==> config.mk <==
export PLATFORM = sky130hd
export DESIGN_NAME = i2s_format_detector_core_flat
export DESIGN_NICKNAME = d
export VERILOG_FILES = /design/src/sv/i2sfd_pkg.sv /design/src/sv/i2sfd_if.sv /design/src/sv/i2sfd_ctrl.sv /design/src/sv/i2sfd_dp.sv /design/src/sv/i2s_format_detector_core.sv /design/src/flat_wrapper.sv
export SDC_FILE = /design/constraint.sdc
export NUM_CORES = 1
export LEC_CHECK = 0
export BUFFER_PORTS_ARGS = -buffer_cell sky130_fd_sc_hd__buf_2
export CORE_ASPECT_RATIO = 1.4
export CORE_MARGIN = 1
export CORE_UTILIZATION = 43
export CTS_CLUSTER_DIAMETER = 120
export CTS_CLUSTER_SIZE = 16
export DETAILED_ROUTE_END_ITERATION = 7
export GPL_TIMING_DRIVEN = 0
export SETUP_SLACK_MARGIN = 0.1
export SLEW_MARGIN = 20
export SYNTH_ARGS = -nofsm -noshare
export SYNTH_HDL_FRONTEND = slang
export SYNTH_SLANG_ARGS = --single-unit
==> constraint.sdc <==
create_clock -name clk -period 8.25 [get_ports clk]
set_input_delay 0.4125 -clock clk [delete_from_list [all_inputs] [get_ports clk]]
set_output_delay 0.4125 -clock clk [all_outputs]
set_load 0.01 [all_outputs]
==> src/sv/i2sfd_pkg.sv <==
`timescale 1ns / 1ps
// i2sfd_pkg: shared widths, constants, handshake structs and band lookups
// for the i2s format detector; no dependencies

package i2sfd_pkg;

    // edge counter width
    localparam int COUNT_WIDTH = 20;
    // widths fixed by the register and result fields
    localparam int WPS_W  = 10;
    localparam int RATE_W = 17;
    localparam int BITS_W = 6;
    // scaled count width: count times windows per second
    localparam int PROD_W = COUNT_WIDTH + WPS_W;
    // divider step counter
    localparam int STEP_W = $clog2(COUNT_WIDTH);

    localparam logic [WPS_W-1:0] WPS_RESET = WPS_W'(20);

    // sample rate band edges, in edges per second
    localparam int BAND_11K_LO = 9512;
    localparam int BAND_16K_LO = 13512;
    localparam int BAND_22K_LO = 19025;
    localparam int BAND_32K_LO = 27025;
    localparam int BAND_44K_LO = 38050;
    localparam int BAND_48K_LO = 46050;
    localparam int BAND_48K_HI = 69075;
    localparam int BAND_88K_LO = 68100;
    localparam int BAND_96K_LO = 92100;

    // standard rates
    localparam logic [RATE_W-1:0] RATE_8K  = RATE_W'(8000);
    localparam logic [RATE_W-1:0] RATE_11K = RATE_W'(11025);
    localparam logic [RATE_W-1:0] RATE_16K = RATE_W'(16000);
    localparam logic [RATE_W-1:0] RATE_22K = RATE_W'(22050);
    localparam logic [RATE_W-1:0] RATE_32K = RATE_W'(32000);
    localparam logic [RATE_W-1:0] RATE_44K = RATE_W'(44100);
    localparam logic [RATE_W-1:0] RATE_48K = RATE_W'(48000);
    localparam logic [RATE_W-1:0] RATE_88K = RATE_W'(88200);
    localparam logic [RATE_W-1:0] RATE_96K = RATE_W'(96000);

    // bits per sample thresholds on the halved ratio
    localparam int RATIO_32 = 26;
    localparam int RATIO_24 = 22;
    localparam int RATIO_16 = 12;

    localparam logic [BITS_W-1:0] BITS_NONE = BITS_W'(0);
    localparam logic [BITS_W-1:0] BITS_8    = BITS_W'(8);
    localparam logic [BITS_W-1:0] BITS_16   = BITS_W'(16);
    localparam logic [BITS_W-1:0] BITS_24   = BITS_W'(24);
    localparam logic [BITS_W-1:0] BITS_32   = BITS_W'(32);

    // controller to datapath commands
    typedef struct packed {
        logic count;    // tick transfer, count its edges
        logic capture;  // window closes, snapshot and clear counters
        logic step;     // one divider iteration
        logic finish;   // load result register and history
    } cmd_t;

    // datapath to controller status
    typedef struct packed {
        logic div_last; // current step is the final divider iteration
        logic out_free; // result register can take a new result
    } status_t;

    // map scaled word select count to a standard rate, first match wins
    function automatic logic [RATE_W-1:0] rate_band(input logic [PROD_W-1:0] s);
        logic [RATE_W-1:0] r;
        r = RATE_8K;
        priority if (s >= PROD_W'(BAND_11K_LO) && s < PROD_W'(BAND_16K_LO)) r = RATE_11K;
        else if (s >= PROD_W'(BAND_16K_LO) && s < PROD_W'(BAND_22K_LO)) r = RATE_16K;
        else if (s >= PROD_W'(BAND_22K_LO) && s < PROD_W'(BAND_32K_LO)) r = RATE_22K;
        else if (s >= PROD_W'(BAND_32K_LO) && s < PROD_W'(BAND_44K_LO)) r = RATE_32K;
        else if (s >= PROD_W'(BAND_44K_LO) && s < PROD_W'(BAND_48K_LO)) r = RATE_44K;
        else if (s >= PROD_W'(BAND_48K_LO) && s < PROD_W'(BAND_48K_HI)) r = RATE_48K;
        else if (s >= PROD_W'(BAND_88K_LO) && s < PROD_W'(BAND_96K_LO)) r = RATE_88K;
        else if (s >= PROD_W'(BAND_96K_LO)) r = RATE_96K;
        else r = RATE_8K;
        return r;
    endfunction

    // quantize bits per sample from the full quotient (halving folded in)
    function automatic logic [BITS_W-1:0] bits_band(input logic [COUNT_WIDTH-1:0] q);
        logic [COUNT_WIDTH-2:0] r;
        logic [BITS_W-1:0]      b;
        r = q[COUNT_WIDTH-1:1];
        priority if (r >= (COUNT_WIDTH-1)'(RATIO_32)) b = BITS_32;
        else if (r >= (COUNT_WIDTH-1)'(RATIO_24)) b = BITS_24;
        else if (r >= (COUNT_WIDTH-1)'(RATIO_16)) b = BITS_16;
        else b = BITS_8;
        return b;
    endfunction

endpackage

==> src/sv/i2sfd_if.sv <==
`timescale 1ns / 1ps
// i2sfd_in_if / i2sfd_out_if: valid/ready channels for edge ticks and results
// depends on i2sfd_pkg for field widths

interface i2sfd_in_if;
    logic valid;
    logic ready;
    logic bit_clock_edge;
    logic word_select_edge;
    logic window_end;

    modport source (output valid, output bit_clock_edge, output word_select_edge,
                    output window_end, input ready);
    modport sink   (input valid, input bit_clock_edge, input word_select_edge,
                    input window_end, output ready);
endinterface

interface i2sfd_out_if;
    logic                              valid;
    logic                              ready;
    logic [i2sfd_pkg::RATE_W-1:0]      sample_rate_hz;
    logic [i2sfd_pkg::BITS_W-1:0]      bits_per_sample;
    logic                              changed;

    modport source (output valid, output sample_rate_hz, output bits_per_sample,
                    output changed, input ready);
    modport sink   (input valid, input sample_rate_hz, input bits_per_sample,
                    input changed, output ready);
endinterface

==> src/sv/i2sfd_ctrl.sv <==
`timescale 1ns / 1ps
// i2sfd_ctrl: sequencer for counting, divide and result load
// depends on i2sfd_pkg

module i2sfd_ctrl (
    input  logic               clk,
    input  logic               rst_n,
    input  logic               in_valid,
    input  logic               in_window_end,
    output logic               in_ready,
    input  i2sfd_pkg::status_t status,
    output i2sfd_pkg::cmd_t    cmd
);
    import i2sfd_pkg::*;

    typedef enum logic [2:0] {
        ST_IDLE = 3'b001,
        ST_DIV  = 3'b010,
        ST_DONE = 3'b100
    } state_t;

    state_t state_reg, state_next;
    logic   accept;

    // tick transfers only while counting
    assign in_ready = (state_reg == ST_IDLE);
    assign accept   = in_valid && in_ready;

    // command decode
    always_comb
    begin
        cmd         = '0;
        cmd.count   = accept;
        cmd.capture = accept && in_window_end;
        cmd.step    = (state_reg == ST_DIV);
        cmd.finish  = (state_reg == ST_DONE) && status.out_free;
    end

    // next state
    always_comb
    begin
        state_next = state_reg;
        unique case (state_reg)
            ST_IDLE:
            begin
                if (accept && in_window_end)
                    state_next = ST_DIV;
            end
            ST_DIV:
            begin
                if (status.div_last)
                    state_next = ST_DONE;
            end
            ST_DONE:
            begin
                if (status.out_free)
                    state_next = ST_IDLE;
            end
            default: state_next = ST_IDLE;
        endcase
    end

    always_ff @(posedge clk or negedge rst_n)
    begin
        if (!rst_n)
            state_reg <= ST_IDLE;
        else
            state_reg <= state_next;
    end

    // a window end leads straight into the divide
    a_capture_to_div: assert property (@(posedge clk) disable iff (!rst_n)
        cmd.capture |=> (state_reg == ST_DIV))
        else $error("capture did not start divide");

    // last divider step leads to result load
    a_div_to_done: assert property (@(posedge clk) disable iff (!rst_n)
        (state_reg == ST_DIV && status.div_last) |=> (state_reg == ST_DONE))
        else $error("divide end did not reach done");

    // no result load outside done
    a_finish_only_done: assert property (@(posedge clk) disable iff (!rst_n)
        cmd.finish |-> (state_reg == ST_DONE) && !in_ready)
        else $error("result load outside done state");

endmodule

==> src/sv/i2sfd_dp.sv <==
`timescale 1ns / 1ps
// i2sfd_dp: edge counters, rate scaling multiply, serial divider, band
// lookup and result register; depends on i2sfd_pkg

module i2sfd_dp (
    input  logic                             clk,
    input  logic                             rst_n,
    input  i2sfd_pkg::cmd_t                  cmd,
    output i2sfd_pkg::status_t               status,
    input  logic                             bit_clock_edge,
    input  logic                             word_select_edge,
    input  logic                             cfg_we,
    input  logic [i2sfd_pkg::WPS_W-1:0]      cfg_wdata,
    output logic                             out_valid,
    input  logic                             out_ready,
    output logic [i2sfd_pkg::RATE_W-1:0]     sample_rate_hz,
    output logic [i2sfd_pkg::BITS_W-1:0]     bits_per_sample,
    output logic                             changed
);
    import i2sfd_pkg::*;

    logic [WPS_W-1:0]       wps_reg;
    logic [COUNT_WIDTH-1:0] bc_reg, bc_next;
    logic [COUNT_WIDTH-1:0] ws_reg, ws_next;
    logic [COUNT_WIDTH-1:0] ws_snap_reg;
    logic [COUNT_WIDTH-1:0] quo_reg, quo_next;
    logic [COUNT_WIDTH-1:0] rem_reg, rem_next;
    logic [COUNT_WIDTH:0]   trial;
    logic                   trial_ge;
    logic [STEP_W-1:0]      step_reg;
    logic [PROD_W-1:0]      prod_reg;
    logic [RATE_W-1:0]      rate_calc;
    logic [BITS_W-1:0]      bits_calc;
    logic [RATE_W-1:0]      last_rate_reg;
    logic [BITS_W-1:0]      last_bits_reg;
    logic [RATE_W-1:0]      rate_out_reg;
    logic [BITS_W-1:0]      bits_out_reg;
    logic                   changed_out_reg;
    logic                   out_valid_reg;

    // config register
    always_ff @(posedge clk or negedge rst_n)
    begin
        if (!rst_n)
            wps_reg <= WPS_RESET;
        else if (cfg_we)
            wps_reg <= cfg_wdata;
    end

    // saturating edge counts including this tick
    always_comb
    begin
        bc_next = bc_reg;
        ws_next = ws_reg;
        if (cmd.count && bit_clock_edge && bc_reg != '1)
            bc_next = bc_reg + COUNT_WIDTH'(1);
        if (cmd.count && word_select_edge && ws_reg != '1)
            ws_next = ws_reg + COUNT_WIDTH'(1);
    end

    always_ff @(posedge clk or negedge rst_n)
    begin
        if (!rst_n)
        begin
            bc_reg <= '0;
            ws_reg <= '0;
        end
        else if (cmd.capture)
        begin
            bc_reg <= '0;
            ws_reg <= '0;
        end
        else
        begin
            bc_reg <= bc_next;
            ws_reg <= ws_next;
        end
    end

    // restoring divide, one quotient bit per step
    assign trial    = {rem_reg, quo_reg[COUNT_WIDTH-1]};
    assign trial_ge = (trial >= {1'b0, ws_snap_reg});

    always_comb
    begin
        rem_next = trial[COUNT_WIDTH-1:0];
        if (trial_ge)
            rem_next = COUNT_WIDTH'(trial - {1'b0, ws_snap_reg});
        quo_next = {quo_reg[COUNT_WIDTH-2:0], trial_ge};
    end

    // snapshot, divide and scaling
    always_ff @(posedge clk)
    begin
        if (cmd.capture)
        begin
            ws_snap_reg <= ws_next;
            quo_reg     <= bc_next;
            rem_reg     <= '0;
        end
        else if (cmd.step)
        begin
            quo_reg  <= quo_next;
            rem_reg  <= rem_next;
            prod_reg <= PROD_W'(ws_snap_reg) * PROD_W'(wps_reg);
        end
    end

    always_ff @(posedge clk or negedge rst_n)
    begin
        if (!rst_n)
            step_reg <= '0;
        else if (cmd.capture)
            step_reg <= '0;
        else if (cmd.step)
            step_reg <= step_reg + STEP_W'(1);
    end

    assign status.div_last = (step_reg == STEP_W'(COUNT_WIDTH - 1));
    assign status.out_free = !out_valid_reg || out_ready;

    // band lookup on settled product and quotient
    assign rate_calc = rate_band(prod_reg);
    assign bits_calc = (ws_snap_reg == '0) ? BITS_NONE : bits_band(quo_reg);

    // history of the previous window
    always_ff @(posedge clk or negedge rst_n)
    begin
        if (!rst_n)
        begin
            last_rate_reg <= '0;
            last_bits_reg <= '0;
        end
        else if (cmd.finish)
        begin
            last_rate_reg <= rate_calc;
            last_bits_reg <= bits_calc;
        end
    end

    // result register
    always_ff @(posedge clk)
    begin
        if (cmd.finish)
        begin
            rate_out_reg    <= rate_calc;
            bits_out_reg    <= bits_calc;
            changed_out_reg <= (rate_calc != last_rate_reg) || (bits_calc != last_bits_reg);
        end
    end

    always_ff @(posedge clk or negedge rst_n)
    begin
        if (!rst_n)
            out_valid_reg <= 1'b0;
        else if (cmd.finish)
            out_valid_reg <= 1'b1;
        else if (out_ready)
            out_valid_reg <= 1'b0;
    end

    assign out_valid       = out_valid_reg;
    assign sample_rate_hz  = rate_out_reg;
    assign bits_per_sample = bits_out_reg;
    assign changed         = changed_out_reg;

    // counters restart at zero after a window closes
    a_counters_clear: assert property (@(posedge clk) disable iff (!rst_n)
        cmd.capture |=> (bc_reg == '0) && (ws_reg == '0))
        else $error("edge counters not cleared at window end");

    // result load always raises valid
    a_finish_valid: assert property (@(posedge clk) disable iff (!rst_n)
        cmd.finish |=> out_valid_reg)
        else $error("result lost after load");

    // loaded bits are one of the quantized values
    a_bits_legal: assert property (@(posedge clk) disable iff (!rst_n)
        out_valid_reg |-> (bits_out_reg == BITS_NONE || bits_out_reg == BITS_8 ||
                           bits_out_reg == BITS_16 || bits_out_reg == BITS_24 ||
                           bits_out_reg == BITS_32))
        else $error("illegal bits per sample");

endmodule

==> src/sv/i2s_format_detector_core.sv <==
`timescale 1ns / 1ps
// i2s_format_detector_core: top level of the i2s format detector
// depends on i2sfd_pkg, i2sfd_if, i2sfd_ctrl and i2sfd_dp
//
// usage:
//   in_ch carries one tick per transfer: bit clock edge, word select edge and
//   window end. ticks without window end transfer at one per cycle while the
//   block is counting and only bump the saturating edge counters.
//   a tick with window end closes the window: counts (including that tick)
//   are captured and cleared, then a serial divider works out the bit clock
//   to word select ratio, one quotient bit per cycle, while the word select
//   count is scaled by windows_per_second.
//   in_ch.ready stays low after a window end transfer while the divider runs
//   and until the result is loaded into the out_ch result register; the next
//   tick can transfer in the cycle after that load.
//   out_ch has a result register; counting resumes while a result waits.
//   if the receiver stalls and a second window end finishes first, the block
//   holds that result internally and keeps in_ch.ready low until out_ch frees.
//   cfg_we / cfg_wdata write windows_per_second; write only when idle.
//   reset (rst_n low, asynchronous) clears counters and history, sets
//   windows_per_second to 20 and drops out_ch.valid.

module i2s_format_detector_core (
    input  logic                        clk,
    input  logic                        rst_n,
    i2sfd_in_if.sink                    in_ch,
    i2sfd_out_if.source                 out_ch,
    input  logic                        cfg_we,
    input  logic [i2sfd_pkg::WPS_W-1:0] cfg_wdata
);
    import i2sfd_pkg::*;

    cmd_t    cmd;
    status_t status;

    // sequencer
    i2sfd_ctrl u_ctrl (
        .clk           (clk),
        .rst_n         (rst_n),
        .in_valid      (in_ch.valid),
        .in_window_end (in_ch.window_end),
        .in_ready      (in_ch.ready),
        .status        (status),
        .cmd           (cmd)
    );

    // counters, divider and result register
    i2sfd_dp u_dp (
        .clk              (clk),
        .rst_n            (rst_n),
        .cmd              (cmd),
        .status           (status),
        .bit_clock_edge   (in_ch.bit_clock_edge),
        .word_select_edge (in_ch.word_select_edge),
        .cfg_we           (cfg_we),
        .cfg_wdata        (cfg_wdata),
        .out_valid        (out_ch.valid),
        .out_ready        (out_ch.ready),
        .sample_rate_hz   (out_ch.sample_rate_hz),
        .bits_per_sample  (out_ch.bits_per_sample),
        .changed          (out_ch.changed)
    );

endmodule

==> src/flat_wrapper.sv <==
// flat-port wrapper written by rule: the top's interface ports become plain ports
module i2s_format_detector_core_flat import i2sfd_pkg::*;
  (clk, rst_n, cfg_we, cfg_wdata, in_ch_valid, in_ch_bit_clock_edge, in_ch_word_select_edge, in_ch_window_end, in_ch_ready, out_ch_valid, out_ch_sample_rate_hz, out_ch_bits_per_sample, out_ch_changed, out_ch_ready);
  i2sfd_in_if in_ch_i ();
  i2sfd_out_if out_ch_i ();
  input  logic clk;
  input  logic rst_n;
  input  logic cfg_we;
  input  logic [i2sfd_pkg::WPS_W-1:0] cfg_wdata;
  input wire logic [$bits(in_ch_i.valid)-1:0] in_ch_valid;
  input wire logic [$bits(in_ch_i.bit_clock_edge)-1:0] in_ch_bit_clock_edge;
  input wire logic [$bits(in_ch_i.word_select_edge)-1:0] in_ch_word_select_edge;
  input wire logic [$bits(in_ch_i.window_end)-1:0] in_ch_window_end;
  output wire logic [$bits(in_ch_i.ready)-1:0] in_ch_ready;
  output wire logic [$bits(out_ch_i.valid)-1:0] out_ch_valid;
  output wire logic [$bits(out_ch_i.sample_rate_hz)-1:0] out_ch_sample_rate_hz;
  output wire logic [$bits(out_ch_i.bits_per_sample)-1:0] out_ch_bits_per_sample;
  output wire logic [$bits(out_ch_i.changed)-1:0] out_ch_changed;
  input wire logic [$bits(out_ch_i.ready)-1:0] out_ch_ready;
  assign in_ch_i.valid = in_ch_valid;
  assign in_ch_i.bit_clock_edge = in_ch_bit_clock_edge;
  assign in_ch_i.word_select_edge = in_ch_word_select_edge;
  assign in_ch_i.window_end = in_ch_window_end;
  assign in_ch_ready = in_ch_i.ready;
  assign out_ch_valid = out_ch_i.valid;
  assign out_ch_sample_rate_hz = out_ch_i.sample_rate_hz;
  assign out_ch_bits_per_sample = out_ch_i.bits_per_sample;
  assign out_ch_changed = out_ch_i.changed;
  assign out_ch_i.ready = out_ch_ready;
  i2s_format_detector_core u_core (.clk(clk), .rst_n(rst_n), .in_ch(in_ch_i), .out_ch(out_ch_i), .cfg_we(cfg_we), .cfg_wdata(cfg_wdata));
endmodule
==> results.py <==
metrics = {
    "run_status": {
        "status": "finished clean",
    },
    "timing": {
        "clock.fmax_mhz": 147,
        "tightest_slew_ns": 1.00,
        "setup_viol_count_final": 0,
        "rsz0062_at_grt": "false",
        "clock_skew_ns": 0.0126,
        "finalSetupTns_ns": 0,
        "period_share_pct": 82.6,
        "worst_hold_slack_ns": 0.190,
        "min_period_ns": 6.81,
        "slew_headroom_pct": 31.3,
        "slew_viol_final": 0,
        "hold_violations": 0,
    },
    "drt": {
        "postRouteAntennaNets": 0,
        "via_count": 11270,
        "wl_per_cell_um": 16.7,
        "drtIter0Drc": 470,
        "drt_pass1_iterations": 6,
        "vias_per_cell": 5.30,
        "wl_um": 35400,
        "drc": 0,
    },
    "clock_network": {
        "cts.clk_slew.worst_paths_ns": 0.08,
        "cts_setup_buffers": 0,
        "cts.sink_count": 186,
        "cts_tree": "yes",
        "ctsResizeCount": 0,
        "insertion_delay_ns": 0.45,
        "cts-root-buf": "clkbuf_16",
        "htree_num_levels": 4,
        "clock_path_buffers": 2,
        "numCtsBuffers": 17,
    },
    "layout": {
        "syn_to_final_growth_pct": 9.28,
        "multi_input_area_sq_um": 9350,
        "diodes": 0,
        "finish.net_count": 1907,
        "seqCellArea_sq_um": 5000,
        "largest_reg_flops": 30,
        "drive_above_1_share_pct": 7.42,
        "nFillCells": 3336,
    },
    "synth": {
        "yosysWarnings": 0,
        "synth_most_common_cell": "nand2_1",
        "ys_async_sr_fraction_pct": 41.4,
        "ys_seq_elements": 186,
        "syn_inst": 1595,
        "synthDistinctLibCells": 82,
        "syn_avg_cell_area_sq_um": 9.63,
        "netlist_top_cells_area": "fa_1, edfxtp_1, dfrtp_1",
        "netlist_area_sq_um": 15400,
        "synth_commonest_cells": "nand2_1, inv_1, fa_1",
        "yosysTopAreaCellShare_pct": 18.6,
        "ys_seq_area_share_pct": 32.6,
        "synth_edf_count": 89,
        "synth_top_area_cell": "fa_1",
        "synthFlopType": "edfxtp_1",
    },
    "global_routing": {
        "grt_overflow_total": 0,
        "antenna_found_initial": 0,
        "grt_pass1_wl_um": 58400,
        "grt_max_degree": 51,
        "grt_pass1_vias": 11585,
        "grt.total_usage_pct": 20.6,
    },
    "placement": {
        "gp_congestion": 0.885,
        "dp_hpwl_um": 27800,
        "port_buffers": 39,
    },
    "floorplanning": {
        "fp.dieW_um": 162,
        "pin_count": 44,
        "die_h_um": 226,
        "core_sq_um": 35100,
        "start_util_pct": 43.8,
        "rows": 81,
        "dieArea_sq_um": 36500,
    },
    "power": {
        "power_switching_w": 0.00181,
        "vdd_drop_max_mv": 0.169,
        "p_per_area_nw_per_um2": 260,
        "clockPowerShare_pct": 18.8,
        "p_sw_share_pct": 41.5,
        "leakagePower_nw": 7.59,
        "power_frac_comb_pct": 53.9,
        "seq_power_share_pct": 27.3,
        "internal_power_w": 0.00256,
    },
    "job": {
        "drv_cap": 0,
    },
    "worst_setup_path": {
        "worstSetupStartpointType": "register",
        "worstPathArrival_ns": 7.01,
        "path_class": "reg2reg",
        "r2r_cells": 19,
        "worstPathRequired_ns": 8.45,
        "regToRegEndpoint": "u_core.u_dp.prod_reg[27]$_DFFE_PP_",
        "r2r_slack_ns": 1.44,
        "critPathMaxFanout": 10,
        "r2r-start": "u_core.u_dp.ws_snap_reg[1]$_DFFE_PP_",
        "end_kind": "register",
    },
    "worst_hold_path": {
        "hold_path.class": "in2reg",
        "hold_end": "u_core.u_dp.wps_reg[9]$_DFFE_PN0P_",
        "hold_depth": 2,
        "hold_path.startpoint": "cfg_wdata[9]",
    },
}
[power groups by stage]
stage | Combinational [W] | Sequential, W | Clock, W
6_report | 0.00235 | 0.00119 | 0.000823
4_1_cts | 0.00239 | 0.00119 | 0.000842
3_3_place_gp | 0.00234 | 0.00121 | 0
3_5_place_dp | 0.00237 | 0.00121 | 0
2_1_floorplan | 0.00182 | 0.00120 | 0
5_1_grt | 0.00270 | 0.00120 | 0.000874
[placed cells by master (no fill, tap or decap), drive strengths merged, types with 8 or more instances in the layout]
cell type,Yosys,layout
nand4,15,15
nand2,212,212
nand3,29,29
ha,88,88
dfrtp,74,74
nor3,22,22
nand2b,9,9
nor2b,8,8
a21o,9,9
clkbuf,59,77
and3,14,14
buf,15,56
xnor2,57,57
and2,127,127
mux2,15,15
nor4,16,16
a21oi,59,59
o21ai,77,77
xor2,32,32
o21a,8,8
edfxtp,89,89
or3,12,12
nor2,92,92
inv,188,194
fa,143,143
dfxtp,20,20
clkinv,1,8
[stage by stage]
| stage | area, sq um | setup WS [ns] | util, % | power [W] | instances |
|---|---|---|---|---|---|
| floorplan | 15400 | 2.24 | - | 0.00302 | 1597 |
| global placement | 16100 | 1.48 | 46.0 | 0.00355 | 2092 |
| detailed placement | 16200 | 1.46 | 46.2 | 0.00358 | 2094 |
| CTS | 16800 | 1.44 | 47.9 | 0.00442 | 2127 |
| global route | 16800 | 1.16 | 47.9 | 0.00477 | 2127 |
| finish | 16800 | 1.44 | 47.9 | 0.00437 | 2127 |
[timing repair]
action                                  4_1_cts  5_1_grt
hold buffers                                  1        0
endpoints found under the setup margin        0        0
endpoints found under the hold margin        25        0
[layout make-up]
cell class	instances	area share, %
buffer	74	1.85
clock buffer	18	2.56
clock inverter	14	0.947
inverter	189	4.23
multi-input combinational	1148	55.7
sequential	186	29.8
tap	456	3.40
timing repair buffer	42	1.52
[metal layers]
| layer | share of wire (%) | global-route usage, % | up-vias |
|---|---|---|---|
| met5 | 0 | 0 | - |
| met4 | 3.9 | 9.19 | 0 |
| met3 | 2.8 | 2.39 | 80 |
| met2 | 52 | 38.1 | 203 |
| met1 | 41 | 23.6 | 5586 |
| li1 | - | - | 5401 |
[kinds of logic after synthesis]
group	synth area share, %
AO/OA/AOI/OAI	9.14
XOR/XNOR	5.08
adder cells (fa/ha/maj)	25.8
buffers and inverters	6.62
flip-flops	32.6
multiplexers	1.49
other	0.0244
AND/OR/NAND/NOR	19.3
[worst max-delay path, stage by stage (launching register included)]
cell and delay [ns]:
edfxtp_1 0.52, clkbuf_1 0.60, nand2_1 0.16, fa_1 0.51, fa_1 0.54, inv_1 0.05
fa_1 0.50, fa_1 0.56, inv_1 0.06, fa_1 0.53, inv_1 0.04, ha_1 0.36
and4_1 0.19, a221o_1 0.29, a31o_2 0.25, a311oi_1 0.60, o31ai_1 0.23, nor2b_1 0.21
o21a_1 0.21, xor2_1 0.14
[how the worst max path moves through the flow]
stage / startpoint / to / slack, ns / cells after the start
2_1_floorplan: u_core.u_dp.wps_reg[2]$_DFFE_PN1P_ / u_core.u_dp.prod_reg[27]$_DFFE_PP_ / 2.24 / 20
5_1_grt: u_core.u_dp.wps_reg[2]$_DFFE_PN1P_ / u_core.u_dp.prod_reg[29]$_DFFE_PP_ / 1.16 / 20
6_report: u_core.u_dp.ws_snap_reg[1]$_DFFE_PP_ / u_core.u_dp.prod_reg[27]$_DFFE_PP_ / 1.44 / 19
3_5_place_dp: u_core.u_dp.wps_reg[2]$_DFFE_PN1P_ / u_core.u_dp.prod_reg[27]$_DFFE_PP_ / 1.46 / 19
3_3_place_gp: u_core.u_dp.ws_snap_reg[1]$_DFFE_PP_ / u_core.u_dp.prod_reg[27]$_DFFE_PP_ / 1.48 / 19
4_1_cts: u_core.u_dp.wps_reg[4]$_DFFE_PN1P_ / u_core.u_dp.prod_reg[27]$_DFFE_PP_ / 1.44 / 19
(Power assumes the default switching activity.)
